File: src/rtl/scps_pkg.sv
// Shared types and constants for the spotlight cone pixel shader.
package scps_pkg;

  typedef struct packed {
    logic [7:0] alpha;
    logic [7:0] blue;
    logic [7:0] green;
    logic [7:0] red;
  } pixel_t;

  typedef enum logic [1:0] {
    REG_CONE_HALF_ANGLE = 2'd0,
    REG_CONE_INVERSE    = 2'd1,
    REG_REACH_INVERSE   = 2'd2
  } cfg_reg_e;

  localparam logic [15:0] CONE_HALF_ANGLE_RST = 16'd5461;
  localparam logic [31:0] CONE_INVERSE_RST    = 32'd786432;
  localparam logic [31:0] REACH_INVERSE_RST   = 32'd65536;

  localparam logic [7:0] ALPHA_OPAQUE = 8'hFF;

endpackage

File: src/rtl/spotlight_cone_pixel_shader.sv
// Path from input request to output request: factor stages 1 to 4, then the output register.
// Throughput: one pixel per cycle while the output accepts; stages collapse bubbles while the output stalls.
// Cost per pixel is set by the multiplier chain: distance, angle, square, total, channel.
// Reset (async, active low) empties the pipeline and loads the default cone and reach.
// Three channel lanes scale in parallel; the output register merges them with alpha.
module spotlight_cone_pixel_shader #(
  parameter int FactorBits = 16
) (
  input  logic        clk_i,
  input  logic        rst_ni,
  input  logic        cfg_we_i,
  input  logic [1:0]  cfg_addr_i,
  input  logic [31:0] cfg_wdata_i,
  input  logic        s_axis_tvalid,
  output logic        s_axis_tready,
  // red_in, green_in, blue_in, alpha_in, ray_bam, facing_angle, hit_distance
  input  logic [79:0] s_axis_tdata,
  output logic        m_axis_tvalid,
  input  logic        m_axis_tready,
  // red_out, green_out, blue_out, alpha_out
  output logic [31:0] m_axis_tdata,
  // inside_cone
  output logic        m_axis_tuser
);
  import scps_pkg::*;

  logic [15:0] cone_half_q;
  logic [31:0] cone_inv_q;
  logic [31:0] reach_inv_q;

  always_ff @(posedge clk_i or negedge rst_ni) begin
    if (!rst_ni) begin
      cone_half_q <= CONE_HALF_ANGLE_RST;
      cone_inv_q  <= CONE_INVERSE_RST;
      reach_inv_q <= REACH_INVERSE_RST;
    end else if (cfg_we_i) begin
      case (cfg_reg_e'(cfg_addr_i))
        REG_CONE_HALF_ANGLE: cone_half_q <= cfg_wdata_i[15:0];
        REG_CONE_INVERSE:    cone_inv_q  <= cfg_wdata_i;
        REG_REACH_INVERSE:   reach_inv_q <= cfg_wdata_i;
        default: ;
      endcase
    end
  end

  pixel_t              pix_in;
  pixel_t              f_pix;
  logic                f_valid;
  logic                f_inside;
  logic [FactorBits:0] f_total;
  logic                out_en;

  assign pix_in = s_axis_tdata[31:0];

  scps_factor #(
    .FactorBits(FactorBits)
  ) u_factor (
    .clk_i            (clk_i),
    .rst_ni           (rst_ni),
    .cone_half_angle_i(cone_half_q),
    .cone_inverse_i   (cone_inv_q),
    .reach_inverse_i  (reach_inv_q),
    .valid_i          (s_axis_tvalid),
    .ready_o          (s_axis_tready),
    .pixel_i          (pix_in),
    .ray_bam_i        (s_axis_tdata[47:32]),
    .facing_angle_i   (s_axis_tdata[63:48]),
    .hit_distance_i   (s_axis_tdata[79:64]),
    .valid_o          (f_valid),
    .ready_i          (out_en),
    .pixel_o          (f_pix),
    .inside_o         (f_inside),
    .total_o          (f_total)
  );

  logic [7:0] red_l, green_l, blue_l;

  scps_chan_lane #(.FactorBits(FactorBits)) u_lane_red (
    .chan_i(f_pix.red), .total_i(f_total), .inside_i(f_inside), .chan_o(red_l)
  );
  scps_chan_lane #(.FactorBits(FactorBits)) u_lane_green (
    .chan_i(f_pix.green), .total_i(f_total), .inside_i(f_inside), .chan_o(green_l)
  );
  scps_chan_lane #(.FactorBits(FactorBits)) u_lane_blue (
    .chan_i(f_pix.blue), .total_i(f_total), .inside_i(f_inside), .chan_o(blue_l)
  );

  // merge stage / output register
  logic   out_valid_q;
  pixel_t out_pix_q;
  logic   out_inside_q;

  assign out_en = !out_valid_q || m_axis_tready;

  always_ff @(posedge clk_i or negedge rst_ni) begin
    if (!rst_ni) begin
      out_valid_q <= 1'b0;
    end else if (out_en) begin
      out_valid_q <= f_valid;
    end
  end

  always_ff @(posedge clk_i) begin
    if (out_en) begin
      out_pix_q.red   <= red_l;
      out_pix_q.green <= green_l;
      out_pix_q.blue  <= blue_l;
      out_pix_q.alpha <= f_inside ? f_pix.alpha : ALPHA_OPAQUE;
      out_inside_q    <= f_inside;
    end
  end

  assign m_axis_tvalid = out_valid_q;
  assign m_axis_tdata  = out_pix_q;
  assign m_axis_tuser  = out_inside_q;

endmodule

File: src/rtl/scps_factor.sv
// Four-stage front end: cone test, angular and distance falloff, total light factor.
module scps_factor #(
  parameter int FactorBits = 16
) (
  input  logic                    clk_i,
  input  logic                    rst_ni,
  input  logic [15:0]             cone_half_angle_i,
  input  logic [31:0]             cone_inverse_i,
  input  logic [31:0]             reach_inverse_i,
  input  logic                    valid_i,
  output logic                    ready_o,
  input  scps_pkg::pixel_t        pixel_i,
  input  logic [15:0]             ray_bam_i,
  input  logic [15:0]             facing_angle_i,
  input  logic [15:0]             hit_distance_i,
  output logic                    valid_o,
  input  logic                    ready_i,
  output scps_pkg::pixel_t        pixel_o,
  output logic                    inside_o,
  output logic [FactorBits:0]     total_o
);
  import scps_pkg::*;

  localparam int FW = FactorBits + 1;
  localparam int SH = 32 - FactorBits;
  localparam logic [FactorBits:0] ONE = {1'b1, {FactorBits{1'b0}}};

  // per-stage valid and advance
  logic v1_q, v2_q, v3_q, v4_q;
  logic en1, en2, en3, en4;

  assign en4 = !v4_q || ready_i;
  assign en3 = !v3_q || en4;
  assign en2 = !v2_q || en3;
  assign en1 = !v1_q || en2;
  assign ready_o = en1;

  always_ff @(posedge clk_i or negedge rst_ni) begin
    if (!rst_ni) begin
      v1_q <= 1'b0;
      v2_q <= 1'b0;
      v3_q <= 1'b0;
      v4_q <= 1'b0;
    end else begin
      if (en1) v1_q <= valid_i;
      if (en2) v2_q <= v1_q;
      if (en3) v3_q <= v2_q;
      if (en4) v4_q <= v3_q;
    end
  end

  // stage 1: angle magnitude, cone test, distance product
  logic [15:0] diff;
  logic [16:0] mag1_d;
  logic        in1_d;
  logic [47:0] dist_prod;
  logic [15+FactorBits:0] r1_d;

  assign diff      = ray_bam_i - facing_angle_i;
  assign mag1_d    = diff[15] ? (17'h10000 - {1'b0, diff}) : {1'b0, diff};
  assign in1_d     = mag1_d < {1'b0, cone_half_angle_i};
  assign dist_prod = {32'd0, hit_distance_i} * {16'd0, reach_inverse_i};
  assign r1_d      = dist_prod[47:SH];

  pixel_t                 pix1_q;
  logic [16:0]            mag1_q;
  logic                   in1_q;
  logic [15+FactorBits:0] r1_q;

  always_ff @(posedge clk_i) begin
    if (en1) begin
      pix1_q <= pixel_i;
      mag1_q <= mag1_d;
      in1_q  <= in1_d;
      r1_q   <= r1_d;
    end
  end

  // stage 2: angle product, distance falloff
  logic [48:0]            ang_prod;
  logic [16+FactorBits:0] q2_d;
  logic [FactorBits:0]    d2_d;

  assign ang_prod = {32'd0, mag1_q} * {17'd0, cone_inverse_i};
  assign q2_d     = ang_prod[48:SH];
  assign d2_d     = (|r1_q[15+FactorBits:FactorBits]) ? '0
                  : ONE - {1'b0, r1_q[FactorBits-1:0]};

  pixel_t                 pix2_q;
  logic                   in2_q;
  logic [16+FactorBits:0] q2_q;
  logic [FactorBits:0]    d2_q;

  always_ff @(posedge clk_i) begin
    if (en2) begin
      pix2_q <= pix1_q;
      in2_q  <= in1_q;
      q2_q   <= q2_d;
      d2_q   <= d2_d;
    end
  end

  // stage 3: angular falloff, squared
  logic [FactorBits:0] ang;
  logic [2*FW-1:0]     sq;

  assign ang = (|q2_q[16+FactorBits:FactorBits]) ? '0
             : ONE - {1'b0, q2_q[FactorBits-1:0]};
  assign sq  = {{FW{1'b0}}, ang} * {{FW{1'b0}}, ang};

  pixel_t              pix3_q;
  logic                in3_q;
  logic [FactorBits:0] a3_q;
  logic [FactorBits:0] d3_q;

  always_ff @(posedge clk_i) begin
    if (en3) begin
      pix3_q <= pix2_q;
      in3_q  <= in2_q;
      a3_q   <= sq[2*FactorBits:FactorBits];
      d3_q   <= d2_q;
    end
  end

  // stage 4: total light factor
  logic [2*FW-1:0] tp;
  assign tp = {{FW{1'b0}}, a3_q} * {{FW{1'b0}}, d3_q};

  pixel_t              pix4_q;
  logic                in4_q;
  logic [FactorBits:0] t4_q;

  always_ff @(posedge clk_i) begin
    if (en4) begin
      pix4_q <= pix3_q;
      in4_q  <= in3_q;
      t4_q   <= tp[2*FactorBits:FactorBits];
    end
  end

  assign valid_o  = v4_q;
  assign pixel_o  = pix4_q;
  assign inside_o = in4_q;
  assign total_o  = t4_q;

endmodule

File: src/rtl/scps_chan_lane.sv
// One color channel lane: scales a channel by the light factor, black outside the cone.
module scps_chan_lane #(
  parameter int FactorBits = 16
) (
  input  logic [7:0]          chan_i,
  input  logic [FactorBits:0] total_i,
  input  logic                inside_i,
  output logic [7:0]          chan_o
);
  localparam int PW = FactorBits + 9;

  logic [PW-1:0] prod;

  assign prod   = {{(FactorBits+1){1'b0}}, chan_i} * {8'd0, total_i};
  assign chan_o = inside_i ? prod[FactorBits+7:FactorBits] : 8'd0;

endmodule

File: config.mk
export PLATFORM = sky130hd
export DESIGN_NAME = spotlight_cone_pixel_shader
export DESIGN_NICKNAME = d
export VERILOG_FILES = /design/src/rtl/scps_pkg.sv /design/src/rtl/spotlight_cone_pixel_shader.sv /design/src/rtl/scps_factor.sv /design/src/rtl/scps_chan_lane.sv
export SDC_FILE = /design/constraint.sdc
export NUM_CORES = 2
export LEC_CHECK = 0
export ABC_CLOCK_PERIOD_IN_PS = 15600
export BUFFER_PORTS_ARGS = -buffer_cell sky130_fd_sc_hd__buf_4
export CAP_MARGIN = 20
export CORE_MARGIN = 5
export CORE_UTILIZATION = 60
export DETAILED_ROUTE_END_ITERATION = 10
export PLACE_DENSITY = 0.76
export SETUP_SLACK_MARGIN = 0.02
export SYNTH_ARGS = -nofsm -noshare
export SYNTH_HDL_FRONTEND = slang
export SYNTH_SLANG_ARGS = --single-unit
File: constraint.sdc
create_clock -name clk_i -period 15.6 [get_ports clk_i]
set_input_delay 1.56 -clock clk_i [delete_from_list [all_inputs] [get_ports clk_i]]
set_output_delay 1.56 -clock clk_i [all_outputs]
set_load 0.005 [all_outputs]
==> results.md <==
* Status: completed
* Slew Viols, Final at 0
* WL final at 175000 um
* Vias in the first global route at roughly 56000
* WP buf/inv at 6
* CTS Buffer Depth at 3
* WP data arrival at 9.22 ns
* Synth Area in Simple Gates at 0.146
* DR vias/cell at about 5.6
* Cts hold-fix bufs at 0
* Setup CP Type: reg2reg
* Fin Clk Skew at slightly above 0.04 ns
* Yosys synthesis warning count at 0
* Worst R2R End: u_factor.a3_q[16]$_DFFE_PP_
* Cell variety after synth at 91
* Worst-margin pin slew at 1.05 ns
* Post-synth EDFFs at roughly 320
* Critical Path Stages at 30
* ANT nets after route at 0
* Fin util at 0.635
* Starting Density at 0.602
* Relative slew slack at 0.301
* CTS tree: done
* H-tree depth at 2
* Seq/Total Area, Yosys at 0.159
* Critical Path Start Type: flop
* Postcts setup bufs at 0
* Residual DRC at 0
* DRT Pass-1 Iters at 6
* WL/cell at a little under 20 um
* Core area at 0.121 mm^2
* # nets final at slightly below 10000
* Leading area contributor after synthesis: fa_1
* Root buffer cell: clkbuf_16
* Worst hold path class: reg2reg
* Main combinational cell family by area after synthesis: adder cells
* Final worst path period share at 0.567
* Critical path's top delay family: adder cells
* First-pass GRT wire length at about 290000 um
* R2R cell count at 30
* Most frequent cells in the layout: 1642 x inv_1, 1538 x fa_1, 1356 x nand2_1
* Commonest non-fill, non-tap cell in the layout: inv_1
* GRT overflow at 0
* Synth Area in Adders at 0.524
* # clock sinks at 400
* Synthesized area per cell at between 9 and 10 um^2
* Floorplan row count at about 130
* Post-synthesis mux area share at 0.0105
* Worst path slowest cell: edfxtp_1
* Min cycle time layout at slightly below 9 ns
* Clock transition at the registers of the reported paths at 0.06 ns
* FF+latch count, synth at 400
* Syn-to-layout area delta at 5.59%
* Synth Flop Type: edfxtp_1
* Gr usage total at 0.284
* CTS Buf Count at 47
* Cts repair resizes at 0
* Setup Viol. Count Final at 0
* Yosys top cell area share at 0.422
* Xor-xnor portion of the synthesized cell area at 0.0219
* Post-detail-place hpwl at around 130000 um
* Max FO, Critical Path at 12
* Placed insts at 8979
* Post-synth ARST share at 0.213
* Top cells by area, synth: fa_1 42%, edfxtp_1 13%, ha_1 10%
* Crit end category: flop
* Clock insertion delay at the later pin of the skew report at around 0.64 ns
* Total of max-cap violations at 0
* Die Ht at about 360 um
* Post-Syn Area at ~0.073 mm^2
* Syn Inst Count at 7465
* Setup crit start: u_factor.q2_q[0]$_DFFE_PP_
* Synth Area in Compound Gates at 0.0371
* Worst Setup EP: u_factor.a3_q[16]$_DFFE_PP_
* Die area at 0.129 mm^2
* Reg-to-reg setup timing slack at a little under 7 ns
* DR vias at 50700
* Setup tns final at 0 ns
* Number of port buffers at between 150 and 200
* Initial antenna violation count at 1
* Slowest stage delay, CP at about 0.57 ns
* Pin count of the biggest net entering global routing at 72
* CP required at roughly 16 ns
* # IOs at approximately 150
* RSZ-0062 raised after global routing: false
* Crit path top cell by count: fa_1
* Iter 0 DRT Violations at around 3600
* Critical R2R Launch: u_factor.q2_q[0]$_DFFE_PP_
* Hold Fails Final Rpt at 0
* Placer Congestion at between 0.9 and 1
* Achievable frequency at 113 MHz
* Die width at around 360 um
* Layout Cells excl Fill at 9069
* Filler instances at between 9000 and 10000
* Layout cells sized above 1 at 0.0547
==> cell usage after synthesis (20+ instances only) <==
library cell  instances
inv_1              1642
fa_1               1538
nand2_1            1358
ha_1                594
and2_1              554
clkbuf_1            324
edfxtp_1            315
nor2_1              166
xnor2_1             121
a21oi_1             103
a21o_1               78
dfrtp_1              75
mux2_2               66
o21ai_0              62
xor2_1               61
nand2b_1             33
nor3_1               32
nand3_1              30
o21a_1               25
and3_1               23
nand4_1              20
==> worst min-delay path by stage <==
stage                                        start                             to  slack [ns]  depth (start not counted)
floorplan           u_factor.d2_q[0]$_SDFFCE_PP0P_     u_factor.d3_q[0]$_DFFE_PP_        0.40                          0
global placement      u_factor.pix3_q[8]$_DFFE_PP_  u_factor.pixel_o[8]$_DFFE_PP_        0.40                          0
detailed placement        u_factor.in1_q$_DFFE_PP_       u_factor.in2_q$_DFFE_PP_        0.40                          0
CTS                 u_factor.d2_q[6]$_SDFFCE_PP0P_     u_factor.d3_q[6]$_DFFE_PP_        0.41                          0
global route        u_factor.d2_q[6]$_SDFFCE_PP0P_     u_factor.d3_q[6]$_DFFE_PP_        0.42                          0
finish              u_factor.d2_q[6]$_SDFFCE_PP0P_     u_factor.d3_q[6]$_DFFE_PP_        0.40                          0
==> sequential cells by signal (all words and copies together), names as in the netlist, 16 cells and up <==
register / count
u_factor.q2_q: 33
cone_inv_q: 32
m_axis_tdata: 32
reach_inv_q: 32
u_factor.pix1_q: 32
u_factor.pix2_q: 32
u_factor.pix3_q: 32
u_factor.pixel_o: 32
u_factor.r1_q: 32
u_factor.a3_q: 17
u_factor.d2_q: 17
u_factor.d3_q: 17
u_factor.mag1_q: 17
u_factor.total_o: 17
cone_half_q: 16
==> cell type report <==
class,instances,area [um^2],share of cell area
antenna,1,2.50,0.0000325
sequential,400,11600,0.151
clock inverter,28,289,0.00375
tap,1625,2030,0.0264
clock buffer,60,1320,0.0171
inverter,1647,6180,0.0803
timing repair buffer,213,1620,0.0210
multi-input combinational,5095,54000,0.701
==> kinds of logic (layout without fill, tap and decap cells) <==
| group | after synthesis | in the layout |
|---|---|---|
| compound gates | 397 | 397 |
| xor+xnor | 182 | 182 |
| fa+ha+maj | 2132 | 2132 |
| buf+inv | 1980 | 1948 |
| flops | 400 | 400 |
| mux | 68 | 68 |
| other cells | 2 | 13 |
| simple gates | 2304 | 2304 |
==> metal layers <==
layer	global-route usage	up-vias	routed length, um
met5	0	-	0
met3	0.0549	440	16400
li1	-	22200	-
met4	0.0885	0	6050
met1	0.375	25800	68100
met2	0.481	2268	84200
==> metrics by stage <==
stage	setup WS, ns	hold WS, ns	cell area (um^2)
detailed placement	6.84	0.405	75400
global route	6.41	0.422	77000
floorplan	7.61	0.400	73000
CTS	6.79	0.410	77000
finish	6.76	0.404	77000
global placement	6.92	0.401	75400
Power is left out: the tool's default activity adds up to more than one toggle a clock period on the data nets, which glitch-free logic cannot reach.
